--- src/rtl/sfc_pkg.sv ---
// Shared types, field widths and the square-root step for the sphere cull pipeline.
// No dependencies; imported by every module of the block.
package sfc_pkg;

    localparam int COMP_W    = 21;          // Q9.12 matrix entry
    localparam int CTR_W     = 24;          // Q12.12 center / radius
    localparam int COL_W     = 3 * COMP_W;  // packed column
    localparam int NRM_W     = 14;          // Q2.12 plane normal
    localparam int OFF_W     = 22;          // Q10.12 plane offset
    localparam int PLANE_W   = 64;
    localparam int REG_COUNT = 6;           // planes held in registers
    localparam int CFG_IDX_W = 3;
    localparam int SQ_W      = 42;          // sum of three squared entries
    localparam int ROOT_W    = 21;          // floor(sqrt) of SQ_W bits
    localparam int RT_STEPS  = 3;           // root bits per pipeline stage
    localparam int RT_STAGES = ROOT_W / RT_STEPS;
    localparam int RAD_W     = CTR_W + ROOT_W;

    typedef struct packed {
        logic [SQ_W-1:0]   rem;
        logic [ROOT_W-1:0] root;
    } t_sqrt;

    // Resolve RT_STEPS root bits, top bit first_bit downward.
    // rem holds v - root^2; setting bit b adds (root << (b+1)) + 2^(2b).
    function automatic t_sqrt sqrt_stage(t_sqrt din, int unsigned first_bit);
        t_sqrt           d;
        logic [SQ_W+1:0] test;
        int unsigned     b;
        d = din;
        for (int k = 0; k < RT_STEPS; k++) begin
            b    = first_bit - k;
            test = ((SQ_W+2)'(d.root) << (b + 1)) | ((SQ_W+2)'(1) << (2 * b));
            if ({2'b00, d.rem} >= test) begin
                d.rem  = SQ_W'({2'b00, d.rem} - test);
                d.root = d.root | (ROOT_W'(1) << b);
            end
        end
        return d;
    endfunction

endpackage

--- src/rtl/sfc_plane_regs.sv ---
// Plane configuration registers written through the config request channel.
// Depends on sfc_pkg.
module sfc_plane_regs
    import sfc_pkg::*;
#(
    parameter int N = 6
) (
    input  logic                      i_clk,
    input  logic                      i_rst_n,
    input  logic                      i_cfg_valid,
    input  logic [CFG_IDX_W-1:0]      i_cfg_index,
    input  logic [PLANE_W-1:0]        i_cfg_data,
    output logic [N-1:0][PLANE_W-1:0] o_planes
);

    logic [N-1:0][PLANE_W-1:0] r_planes;

    // one register per plane; indexes outside the list are dropped
    always_ff @(posedge i_clk) begin
        if (!i_rst_n) begin
            r_planes <= '0;
        end else if (i_cfg_valid) begin
            for (int i = 0; i < N; i++) begin
                if (i_cfg_index == CFG_IDX_W'(i)) begin
                    r_planes[i] <= i_cfg_data;
                end
            end
        end
    end

    assign o_planes = r_planes;

endmodule

--- config.mk ---
export PLATFORM = sky130hd
export DESIGN_NAME = sfc_plane_regs
export DESIGN_NICKNAME = d
export VERILOG_FILES = /design/src/rtl/sfc_pkg.sv /design/src/rtl/sfc_plane_regs.sv
export SDC_FILE = /design/constraint.sdc
export NUM_CORES = 1
export LEC_CHECK = 0
export BUFFER_PORTS_ARGS = -buffer_cell sky130_fd_sc_hd__buf_4
export CORE_AREA = 2 2 174 176
export CTS_CLUSTER_SIZE = 16
export DETAILED_ROUTE_END_ITERATION = 10
export DIE_AREA = 0 0 176 178
export PLACE_DENSITY = 0.76
export SLEW_MARGIN = 0
export SYNTH_ARGS = -nofsm -noshare
export SYNTH_HDL_FRONTEND = slang
export SYNTH_SLANG_ARGS = --single-unit
--- constraint.sdc ---
create_clock -name i_clk -period 1.3 [get_ports i_clk]
set_input_delay 0.26 -clock i_clk [delete_from_list [all_inputs] [get_ports i_clk]]
set_output_delay 0.26 -clock i_clk [all_outputs]
set_load 0.05 [all_outputs]
==> flow_metrics.py <==
metrics = {
    "status": {
        "outcome": "finished with violations",
        "failed_checks": "negative setup slack",
    },
    "clock_tree": {
        "library_cell_used_as_clock_root_buffer": "clkbuf_16",
        "clk-insertion-delay-late_ps": 500,
        "cts-hold-fix-buffers": 0,
        "clkTransAtPathRegs_ps": 60,
        "cts_max_level": 2,
        "numClockSinks": 384,
        "cts_made_buffers": 41,
        "cts.path.max_buffers": 3,
        "tritoncts_clock_tree": "done",
    },
    "cells_and_area": {
        "fill_cells": 1797,
        "drive_above_1_share_pct": 54.8,
        "final_net_count": 1905,
        "syn2layout_area_growth_pct": 57.8,
        "multiInputGateArea_mm2": 0.00565,
        "antenna_cells_inserted": 0,
        "final_design_area_no_fill_mm2": 0.0221,
        "sequential_cell_area_mm2": 0.00818,
        "largest_register_ff_count": 384,
    },
    "worst_setup_path": {
        "timing.critical_path.fanout_max": 2,
        "cp.required_ps": 1040,
        "worst_path_largest_cell_delay_ps": 370,
        "critical-path-top-delay-family": "flip-flops",
        "timing_worst_setup_path_type": "register to primary output",
        "timing.critical_path.arrival_ps": 1040,
        "critical_path.n_buffers_inverters": 1,
        "timing.rr.start": "o_planes[348]",
        "end_kind": "primary output",
        "crit_path_start": "o_planes[6]",
        "cp_cell_sequence": "buf_8",
        "cp-start-kind": "register",
        "crit_path_top_delay_cell": "dfxtp_2",
    },
    "timing": {
        "worst_setup_slack_after_layout_ps": -3.59,
        "layout_worst_path_cycle_share_pct": 100,
        "worst-slew-pin-transition_ps": 369,
        "post-route-min-period_ps": 1300,
        "final-max-slew-violation-count": 0,
        "holdWs_ps": 142,
        "max_freq_mhz": 767,
        "grt_setup_unrepaired": "yes",
        "finClkSkew_ps": 0,
        "final_hold_viol_count": 0,
        "normalized_max_slew_margin_pct": 75.3,
        "setup_violations": 1,
    },
    "logic_synthesis": {
        "netlist-cell-type-count": 11,
        "yosys.area_share.xor_xnor_pct": 0,
        "synth-compound-area-share_pct": 0,
        "syn-mean-instance-area_um2": 10.7,
        "synth.most_common_cell": "nand2_1",
        "ys_top_cells_by_area": "dfxtp_1 55%, mux2i_1 27%, nand2_1 12%",
        "synth_top_family_by_area": "multiplexers",
        "count_of_flip_flops_with_a_built_in_enable_after_synthesis": 0,
        "synthDominantAreaCellType": "dfxtp_1",
        "mappedNetlistNets": 1384,
        "yosysSeqAreaShare_pct": 54.9,
        "asyncSetResetFlopFracSynth_pct": 0,
        "synth.yosys.warnings": 0,
        "synth-main-ff-cell": "dfxtp_1",
        "yosys-mux-area-fraction_pct": 27.4,
        "synthTopCellsByCount": "448 x nand2_1, 384 x dfxtp_1, 384 x mux2i_1",
        "postSynthRegisterBits": 384,
        "post-synth-top-area-fraction_pct": 54.9,
        "synth-adder-area-share_pct": 0,
        "syn-cell-area_mm2": 0.0140,
        "synth_simple_gate_area_share_pct": 12.5,
        "synthesis.instances": 1314,
    },
    "routing": {
        "totalWireLength_um": 46000,
        "drcViolationCount": 0,
        "via_count": 11700,
        "route.detailed.vias_per_inst": 5.21,
        "antenna_violating_nets_post_route": 0,
        "initialDrtViolationCount": 563,
        "detail_route.first_pass.iterations": 7,
        "avgRoutedWirePerCell_um": 20.4,
    },
    "power": {
        "static-leakage-power_uw": 0.0111,
        "vdd.ir_drop.worst_v": 0.000896,
        "powerDensity_mw_per_mm2": 1220,
    },
    "place": {
        "post_dp_cell_area_mm2": 0.0182,
        "port_buffers": 453,
        "final_estimated_routing_congestion_in_global_placement": 0.835,
        "hpwl_um": 29300,
    },
    "grt": {
        "gr-usage-all-layers_pct": 26.8,
        "first_pass_grt_wire_length_um": 66100,
        "via_count_of_the_first_global_routing_pass": 11800,
        "grt_overflow": 0,
        "grt_antenna_before_repair": 0,
        "maximum_number_of_pins_on_one_net_before_global_route_repair": 36,
    },
    "die": {
        "die-height_um": 178,
        "io_pins": 454,
        "initial_core_utilization_pct": 47.7,
        "core_area_mm2": 0.0294,
        "fp-row-count": 63,
        "die_span_in_x_um": 176,
        "die_footprint_mm2": 0.0313,
    },
    "hold_path": {
        "hp-class": "input pin to register",
        "hold_start": "i_cfg_data[17]",
    },
    "run": {
        "max_cap_viol_count": 0,
    },
}
==> cells in the final DEF, fill, tap and decap left out, types with 13 or more instances in the layout <==
master     netlist  final
buf_12           7     23
buf_4            6    162
buf_6           30    273
buf_8            0    112
clkbuf_16        0     41
clkbuf_8         0     13
dfxtp_2          0    376
mux2i_1        384    384
nand2_1        448    448
==> through the flow <==
stage          total power, µW  worst slack (ps)  util, %  cells  TNS, ps
2_1_floorplan            14100               177        -   1314        0
3_3_place_gp             15200              -165     61.8   2152    -8100
3_5_place_dp             15200              -211     61.8   2152    -9270
4_1_cts                  27000             -12.4     72.8   2226    -46.2
5_1_grt                  27800             -25.8     75.2   2252     -716
6_report                 27100             -3.59     75.2   2252    -3.59
==> repair_timing <==
action / in CTS / in global routing
resized for setup: 677 / 204
setup endpoints to repair: 382 / 211
setup buffers: 4 / 26
==> per-layer routing <==
metal / routed length, µm / GRT usage [%]
met5: 0 / 0
met4: 2320 / 11.7
met3: 3580 / 7.59
met1: 17100 / 30.4
met2: 23000 / 47.2
==> final timing paths <==
kind / to / slack (ps) / cells after the start
setup / recovery: o_planes[6] / -4 / 1
hold / removal: o_planes[273] / 140 / 3
setup reg to reg: o_planes[348] / 470 / 4
hold reg to reg: o_planes[60] / 460 / 2
==> power by group <==
part           total, µW  switching, µW  internal (µW)
clock network      11700           4610           7110
registers          12300            214          12100
logic               3060           1890           1170
==> cell families after synthesis <==
logic type,count (synthesis)
buffers and inverters,92
DFF,384
muxes,384
and+or+nand+nor,454
==> area by class of cell <==
class	count	area share, %
timing repair buffer	570	29.1
clock inverter	11	0.634
clock buffer	59	5.53
sequential	384	37.0
tap	390	2.21
multi-input combinational	838	25.6
Power figures use the tool's default switching activity.
