## config.mk

```make
export PLATFORM = sky130hd
export DESIGN_NAME = sfc_sqrt
export DESIGN_NICKNAME = d
export VERILOG_FILES = /design/src/rtl/sfc_pkg.sv /design/src/rtl/sfc_sqrt.sv
export SDC_FILE = /design/constraint.sdc
export NUM_CORES = 1
export LEC_CHECK = 0
export ABC_AREA = 1
export BUFFER_PORTS_ARGS = -buffer_cell sky130_fd_sc_hd__clkbuf_2
export CAP_MARGIN = 20
export CORE_MARGIN = 3
export CORE_UTILIZATION = 35
export CTS_CLUSTER_SIZE = 40
export DETAILED_ROUTE_END_ITERATION = 12
export PLACE_DENSITY = 0.52
export SLEW_MARGIN = 20
export SYNTH_ARGS = -nofsm -noshare
export SYNTH_HDL_FRONTEND = slang
export SYNTH_SLANG_ARGS = --single-unit
```

## constraint.sdc

```tcl
create_clock -name i_clk -period 8.59 [get_ports i_clk]
set_input_delay 0 -clock i_clk [delete_from_list [all_inputs] [get_ports i_clk]]
set_output_delay 0 -clock i_clk [all_outputs]
set_load 0.01 [all_outputs]
```

## src/rtl/sfc_pkg.sv

```systemverilog
// Shared types, field widths and the square-root step for the sphere cull pipeline.
// No dependencies; imported by every module of the block.
package sfc_pkg;

    localparam int COMP_W    = 21;          // Q9.12 matrix entry
    localparam int CTR_W     = 24;          // Q12.12 center / radius
    localparam int COL_W     = 3 * COMP_W;  // packed column
    localparam int NRM_W     = 14;          // Q2.12 plane normal
    localparam int OFF_W     = 22;          // Q10.12 plane offset
    localparam int PLANE_W   = 64;
    localparam int REG_COUNT = 6;           // planes held in registers
    localparam int CFG_IDX_W = 3;
    localparam int SQ_W      = 42;          // sum of three squared entries
    localparam int ROOT_W    = 21;          // floor(sqrt) of SQ_W bits
    localparam int RT_STEPS  = 3;           // root bits per pipeline stage
    localparam int RT_STAGES = ROOT_W / RT_STEPS;
    localparam int RAD_W     = CTR_W + ROOT_W;

    typedef struct packed {
        logic [SQ_W-1:0]   rem;
        logic [ROOT_W-1:0] root;
    } t_sqrt;

    // Resolve RT_STEPS root bits, top bit first_bit downward.
    // rem holds v - root^2; setting bit b adds (root << (b+1)) + 2^(2b).
    function automatic t_sqrt sqrt_stage(t_sqrt din, int unsigned first_bit);
        t_sqrt           d;
        logic [SQ_W+1:0] test;
        int unsigned     b;
        d = din;
        for (int k = 0; k < RT_STEPS; k++) begin
            b    = first_bit - k;
            test = ((SQ_W+2)'(d.root) << (b + 1)) | ((SQ_W+2)'(1) << (2 * b));
            if ({2'b00, d.rem} >= test) begin
                d.rem  = SQ_W'({2'b00, d.rem} - test);
                d.root = d.root | (ROOT_W'(1) << b);
            end
        end
        return d;
    endfunction

endpackage

```

## src/rtl/sfc_sqrt.sv

```systemverilog
// Pipelined integer square root, RT_STEPS result bits per stage, with sideband.
// Depends on sfc_pkg.
module sfc_sqrt
    import sfc_pkg::*;
#(
    parameter int SIDE_W = 8
) (
    input  logic              i_clk,
    input  logic              i_rst_n,
    input  logic              i_en,
    input  logic              i_valid,
    input  logic [SQ_W-1:0]   i_value,
    input  logic [SIDE_W-1:0] i_side,
    output logic              o_valid,
    output logic [ROOT_W-1:0] o_root,
    output logic [SIDE_W-1:0] o_side
);

    t_sqrt                   r_st   [RT_STAGES];
    logic [SIDE_W-1:0]       r_side [RT_STAGES];
    logic [RT_STAGES-1:0]    r_v;

    // stage 0 starts from the raw value and an empty root
    always_ff @(posedge i_clk) begin
        if (!i_rst_n) begin
            r_v <= '0;
        end else if (i_en) begin
            r_v <= {r_v[RT_STAGES-2:0], i_valid};
        end
    end

    for (genvar s = 0; s < RT_STAGES; s++) begin : g_stage
        t_sqrt             w_in;
        logic [SIDE_W-1:0] w_side;
        if (s == 0) begin : g_first
            assign w_in   = '{rem: i_value, root: '0};
            assign w_side = i_side;
        end else begin : g_next
            assign w_in   = r_st[s-1];
            assign w_side = r_side[s-1];
        end
        always_ff @(posedge i_clk) begin
            if (i_en) begin
                r_st[s]   <= sqrt_stage(w_in, ROOT_W - 1 - s * RT_STEPS);
                r_side[s] <= w_side;
            end
        end
    end

    assign o_valid = r_v[RT_STAGES-1];
    assign o_root  = r_st[RT_STAGES-1].root;
    assign o_side  = r_side[RT_STAGES-1];

endmodule

```

==> results of run 1 <==
## power breakdown
part	internal (uW)	switching (uW)
clock network	1290	897
logic	3170	6700
registers	2730	339
total	7190	7930
## cell families (layout without fill, tap and decap cells)
family / after synthesis / after routing / share of synthesized area (%)
simple gates: 2986 / 2986 / 35.1
mux: 1 / 1 / 0.0271
compound gates: 683 / 683 / 10.0
fa+ha+maj: 263 / 263 / 8.92
xor+xnor: 214 / 214 / 5.10
flops: 399 / 399 / 32.3
buf+inv: 799 / 985 / 8.54
## repair_timing
item	in CTS	in global routing
hold endpoints to repair	140	0
setup endpoints to repair	0	2
hold buffers	56	0
gates resized for setup	0	1
## critical path, delay by kind of cell, from the launching register on
kind	cells	cell delay [ns]
simple gates	22	3.63
fa+ha+maj	3	1.20
buf+inv	5	0.88
flops	1	0.46
compound gates	5	1.31
## state kept, by name (all words and copies together) (netlist names)
register,count
r_v,7
r_side,56
r_st,336
## synthesized netlist by cell type, types with 5 or more instances
| library cell | instances |
|---|---|
| a211oi_1 | 5 |
| a21o_1 | 13 |
| a21oi_1 | 264 |
| a31oi_1 | 13 |
| and2_1 | 7 |
| and3_1 | 6 |
| buf_2 | 16 |
| buf_4 | 7 |
| buf_6 | 9 |
| clkbuf_1 | 19 |
| clkinv_1 | 5 |
| dfxtp_1 | 7 |
| edfxtp_1 | 392 |
| ha_1 | 263 |
| inv_1 | 712 |
| inv_2 | 24 |
| nand2_1 | 1533 |
| nand2_2 | 43 |
| nand2_4 | 9 |
| nand3_1 | 415 |
| nand3_2 | 23 |
| nand3b_1 | 42 |
| nand4_1 | 116 |
| nor2_1 | 622 |
| nor2_2 | 34 |
| nor2_4 | 8 |
| nor3_1 | 72 |
| nor4_1 | 28 |
| o2111ai_1 | 6 |
| o211ai_1 | 8 |
| o21a_1 | 16 |
| o21ai_0 | 294 |
| o21ai_1 | 28 |
| o21bai_1 | 14 |
| or2_2 | 17 |
| xnor2_1 | 109 |
| xor2_1 | 104 |
## final cells by class
type                            instances  area (um^2)
Clock buffer                           55         1270
Clock inverter                         33          435
Fill cell                           11100        63000
Inverter                              743         2790
Multi-Input combinational cell       4147        21800
Sequential cell                       399        11900
Tap cell                             1380         1730
Timing Repair Buffer                  154         1110
## worst max path at each step
stage	from	end	slack [ns]	cells after the start
floorplan	r_st[4][11]$_DFFE_PP_	r_st[5][41]$_DFFE_PP_	2.49	47
global placement	r_st[3][17]$_DFFE_PP_	r_st[4][41]$_DFFE_PP_	0.67	36
detailed placement	r_st[3][17]$_DFFE_PP_	r_st[4][41]$_DFFE_PP_	0.69	36
CTS	r_st[3][14]$_DFFE_PP_	r_st[4][41]$_DFFE_PP_	0.67	36
global route	r_st[3][14]$_DFFE_PP_	r_st[4][40]$_DFFE_PP_	0.14	36
finish	r_st[3][15]$_DFFE_PP_	r_st[4][41]$_DFFE_PP_	0.75	35
## through the flow
stage	std cells	total power [uW]	instance area, um^2	hold slack, ns	setup WS (ns)
after global routing	6911	16600	41100	0.0450	0.143
after CTS	6911	15100	41100	0.0192	0.665
after global placement	6767	12800	38800	0.178	0.670
after detailed placement	6767	12800	38800	0.179	0.693
after floorplan	5345	10200	36900	0.0989	2.49
final	6911	15100	41100	0.0674	0.749
## routing by layer
metal	global-route usage, %	vias up	share of wire (%)
li1	-	18000	-
met1	30.6	16300	45
met2	38.1	927	47
met4	6.38	2	2.9
met5	0	-	0.0056
met3	2.96	168	5.3
==> impl_metrics.toml, run 1 <==
[status]
status = "finished clean"

[die]
io_pins = 84
fp.dieArea_um2 = 109000
die_w_um = 331
fp.coreArea_um2 = 104000
die_h_um = 331
row_count = 118
start_util_pct = 35.4

[synthesis]
synth_fp_nets = 5662
synthFlopType = "edfxtp_1"
synthTopCellsByArea = "edfxtp_1, nand2_1, ha_1, inv_1, nor2_1"
yosysWarnings = 0
yosysUniqueCellTypes = 62
ys_seq_area_share_pct = 32.3
syn_inst = 5345
synthArstFlopShare_pct = 0
synth_area_um2 = 36900
synth_area_leader_cell = "edfxtp_1"
synth_edf_count = 392
synth.top_cell.area_share_pct = 31.9
syn_area_per_cell_um2 = 6.90
yosys_register_bits = 399

[power_and_ir_drop]
p_leak_uw = 0.0187
vdd_drop_max_mv = 0.210
power.density_nw_per_um2 = 368

[worst_setup_path]
critPathRequiredTime_ns = 8.95
r2r_start = "r_st[3][15]$_DFFE_PP_"
cp-start-kind = "flop"
crit_top_cell = "nand2_1"
path_class = "flop to flop"
path_max_fanout = 29
critPathCaptureType = "flop"
reg2reg_depth = 35
regToRegEndpoint = "r_st[4][41]$_DFFE_PP_"
crit_arrival_ns = 8.20
max_stage_delay_ns = 0.46
slowest_stage = "edfxtp_1"
rrSetupSlack_ns = 0.75

[final_layout]
layout-drive-gt1-share_pct = 6.45
final_core_util_pct = 39.5
final_cell_mix = "nand2_1, inv_1, nor2_1"
diodes = 0
final_nets = 5812
areaGrowthSynthToFinish_pct = 11.3
final_common_cell = "nand2_1"

[timing]
timing.slew.headroom_pct = 40.1
setup_viol = 0
setup-tns-final_ns = 0
rsz0062_at_grt = "no"
fmax_ghz = 0.128
min_period_ns = 7.84
hold_viol = 0
period_share_pct = 91.3
final_max_slew_viol_count = 0
skew_ns = 0.0448
worst_pin_slew_ns = 0.895

[clocking]
clkSinkCount = 399
cts_tree = "done"
cts_setup_buffers = 0
numCtsBuffers = 50
clk_latency_ns = 0.65
cts_root_buf = "clkbuf_16"
h-tree-depth = 2
clockBufferDepth = 3
clkSlewWorstSetupHoldPaths_ns = 0.07

[routing]
post_drt_wl_per_cell_um = 18.2
first_iter_violations = 2983
routed_wl_mm = 126
drtAntennaViolNets = 0
drc = 0
drtPass1Iterations = 7
vias_per_cell = 5.12
num_vias = 35400

[global_route]
grt_start_max_net_pins = 129
antenna_found_initial = 3
grt_pass1_wl_mm = 192
grt_pass1_vias = 33200
grt-ovfl-total = 0
gr-usage-all-layers_pct = 22.7

[min_path]
holdPathStages = 2
hp-start = "i_side[1]"
min_to = "r_side[0][1]$_DFFE_PP_"
min_path_type = "input port to flop"

[job]
cap_violations = 0

[place]
port_buffers = 83
dp_hpwl_mm = 104
routabilityCongestion = 0.986
(Power assumes the default switching activity.)
==> run 2: changes to the inputs <==
--- a/config.mk
+++ b/config.mk
@@ -12,7 +12,7 @@
 export CORE_UTILIZATION = 35
 export CTS_CLUSTER_SIZE = 40
 export DETAILED_ROUTE_END_ITERATION = 12
-export PLACE_DENSITY = 0.52
+export PLACE_DENSITY = 0.49
 export SLEW_MARGIN = 20
 export SYNTH_ARGS = -nofsm -noshare
 export SYNTH_HDL_FRONTEND = slang
==> run 2 against run 1 <==
  * Worst setup slack gained 0.20 ns
  * Hold slack better by 0.00092 ns
  * Count of clock-buffer cells in the layout up 6
  * First-iteration DRC count down 5.8%
  * Power fell by 0.40%
  * Via count hardly changed
  * Critical path type unchanged
  * Final cell count hardly changed
  * Sequential cell count is the same
  * Sequential power is essentially flat
  * Clock power shrank 4%
==> impl_metrics.toml, run 2 (synthesized netlist as in run 1, its figures left out) <==
[status]
status = "finished clean"

[place]
place_area_um2 = 38800
dp_hpwl_mm = 107
port_buffers = 83
routabilityCongestion = 0.972

[die]
io_pins = 84
die_h_um = 331
die_w_um = 331
row_count = 118
fp.coreArea_um2 = 104000
start_util_pct = 35.4
fp.dieArea_um2 = 109000

[clocking]
cts_root_buf = "clkbuf_16"
clockBufferDepth = 3
clkSinkCount = 399
cts_setup_buffers = 0
h-tree-depth = 2
clkSlewWorstSetupHoldPaths_ns = 0.06
cts_tree = "done"
clk_latency_ns = 0.63
numCtsBuffers = 50

[timing]
min_period_ns = 7.64
period_share_pct = 88.9
hold_slack_ns = 0.0683
skew_ns = 0.0329
fmax_ghz = 0.131
worst_pin_slew_ns = 0.912
hold_viol = 0
setup-tns-final_ns = 0
rsz0062_at_grt = "no"
timing.slew.headroom_pct = 38.6
final_max_slew_viol_count = 0
setup_viol = 0

[worst_setup_path]
slowest_stage = "edfxtp_1"
critical_path.endpoint = "r_st[5][44]$_DFFE_PP_"
cp-start-kind = "flop"
crit_arrival_ns = 7.99
rrSetupSlack_ns = 0.95
regToRegEndpoint = "r_st[5][44]$_DFFE_PP_"
critPathCaptureType = "flop"
reg2reg_depth = 37
path_class = "flop to flop"
critPathRequiredTime_ns = 8.94
r2r_start = "r_st[4][20]$_DFFE_PP_"
max_stage_delay_ns = 0.53
setup.worst_path.start = "r_st[4][20]$_DFFE_PP_"
path_max_fanout = 34

[global_route]
gr-usage-all-layers_pct = 23.2
grt-ovfl-total = 0
grt_start_max_net_pins = 142
grt_pass1_wl_mm = 196
antenna_found_initial = 1
grt_pass1_vias = 33500

[final_layout]
regMostFlops = "r_st"
largest_registers = "r_st (336), r_side (56), r_v (7)"
largest_reg_flops = 336
final_common_cell = "nand2_1"
areaGrowthSynthToFinish_pct = 11.3
fillCellCount = 11200
layout-drive-gt1-share_pct = 6.48
final_nets = 5813
final_area_um2 = 41100
final_cell_mix = "nand2_1, inv_1, nor2_1"

[min_path]
min_path_type = "input port to flop"

[power_and_ir_drop]
power.density_nw_per_um2 = 367
p_leak_uw = 0.0186
vdd_drop_max_mv = 0.193
p_total_uw = 15100

[routing]
routed_wl_mm = 129
drc = 0
drtPass1Iterations = 6
post_drt_wl_per_cell_um = 18.6
num_vias = 35400
first_iter_violations = 2811
drtAntennaViolNets = 0
vias_per_cell = 5.11

[job]
cap_violations = 0
## run 2: changes by cell type in the layout (fill, tap and decap cells not counted), sizes merged
cell	previous run	this run
bufinv	7	4
clkinv	23	22
inv	745	740
clkinvlp	1	9
diode	0	1
clkbuf	137	143
## run 2: power by group
group | switching (uW) | leakage [uW] | internal (uW)
combinational | 6710 | 0.0140 | 3150
sequential | 368 | 0.00381 | 2730
clock | 896 | 0.000781 | 1210
total | 7970 | 0.0186 | 7090
## run 2: final cells by class
type                    count  area, um^2  area share [%]
repair buffers            154        1110            2.71
flip-flops and latches    399       11900            29.0
multi-input cells        4147       21800            53.2
clock buffers              61        1290            3.15
clock inverters            31         362           0.881
well taps                1380        1730            4.21
diodes                      1        2.50         0.00610
repair inverters            1        7.51          0.0183
inverters                 743        2810            6.84
## run 2: metal layers
layer,global-route usage [%],part of all wire [%],vias up
met1,32.5,47,16400
met2,38.3,46,863
met5,0,0,-
li1,-,-,18000
met4,6.45,2.9,0
met3,2.05,4.4,165
## run 2: worst min path at each step
stage | start | end | slack [ns] | cells after the start
2_1_floorplan | i_side[0] | r_side[0][0]$_DFFE_PP_ | 0.1 | 0
3_3_place_gp | i_side[5] | r_side[0][5]$_DFFE_PP_ | 0.18 | 1
3_5_place_dp | i_side[4] | r_side[0][4]$_DFFE_PP_ | 0.18 | 1
4_1_cts | i_side[5] | r_side[0][5]$_DFFE_PP_ | 0.03 | 2
5_1_grt | i_side[5] | r_side[0][5]$_DFFE_PP_ | 0.05 | 2
6_report | i_value[40] | r_st[0][19]$_DFFE_PP_ | 0.07 | 4
## run 2: what timing repair did
action | 4_1_cts | 5_1_grt
hold buffers | 56 | 0
gates resized for setup | 0 | 7
endpoints found under the setup margin | 0 | 25
hold endpoints to repair | 129 | 0
## run 2: stage by stage
step / utilization, % / worst slack (ns) / instances
after detailed placement: 37.3 / 0.711 / 6767
after global routing: 39.4 / 0.125 / 6916
after floorplan: - / 2.49 / 5345
after global placement: 37.3 / 0.588 / 6767
final: 39.4 / 0.949 / 6917
after CTS: 39.4 / 0.602 / 6915
## run 2: worst max-delay path, delay by kind of cell, from the launching register on
kind	cells	cell delay (ns)
fa+ha+maj	3	1.17
compound gates	7	1.51
simple gates	18	2.55
buf+inv	9	1.57
flops	1	0.53
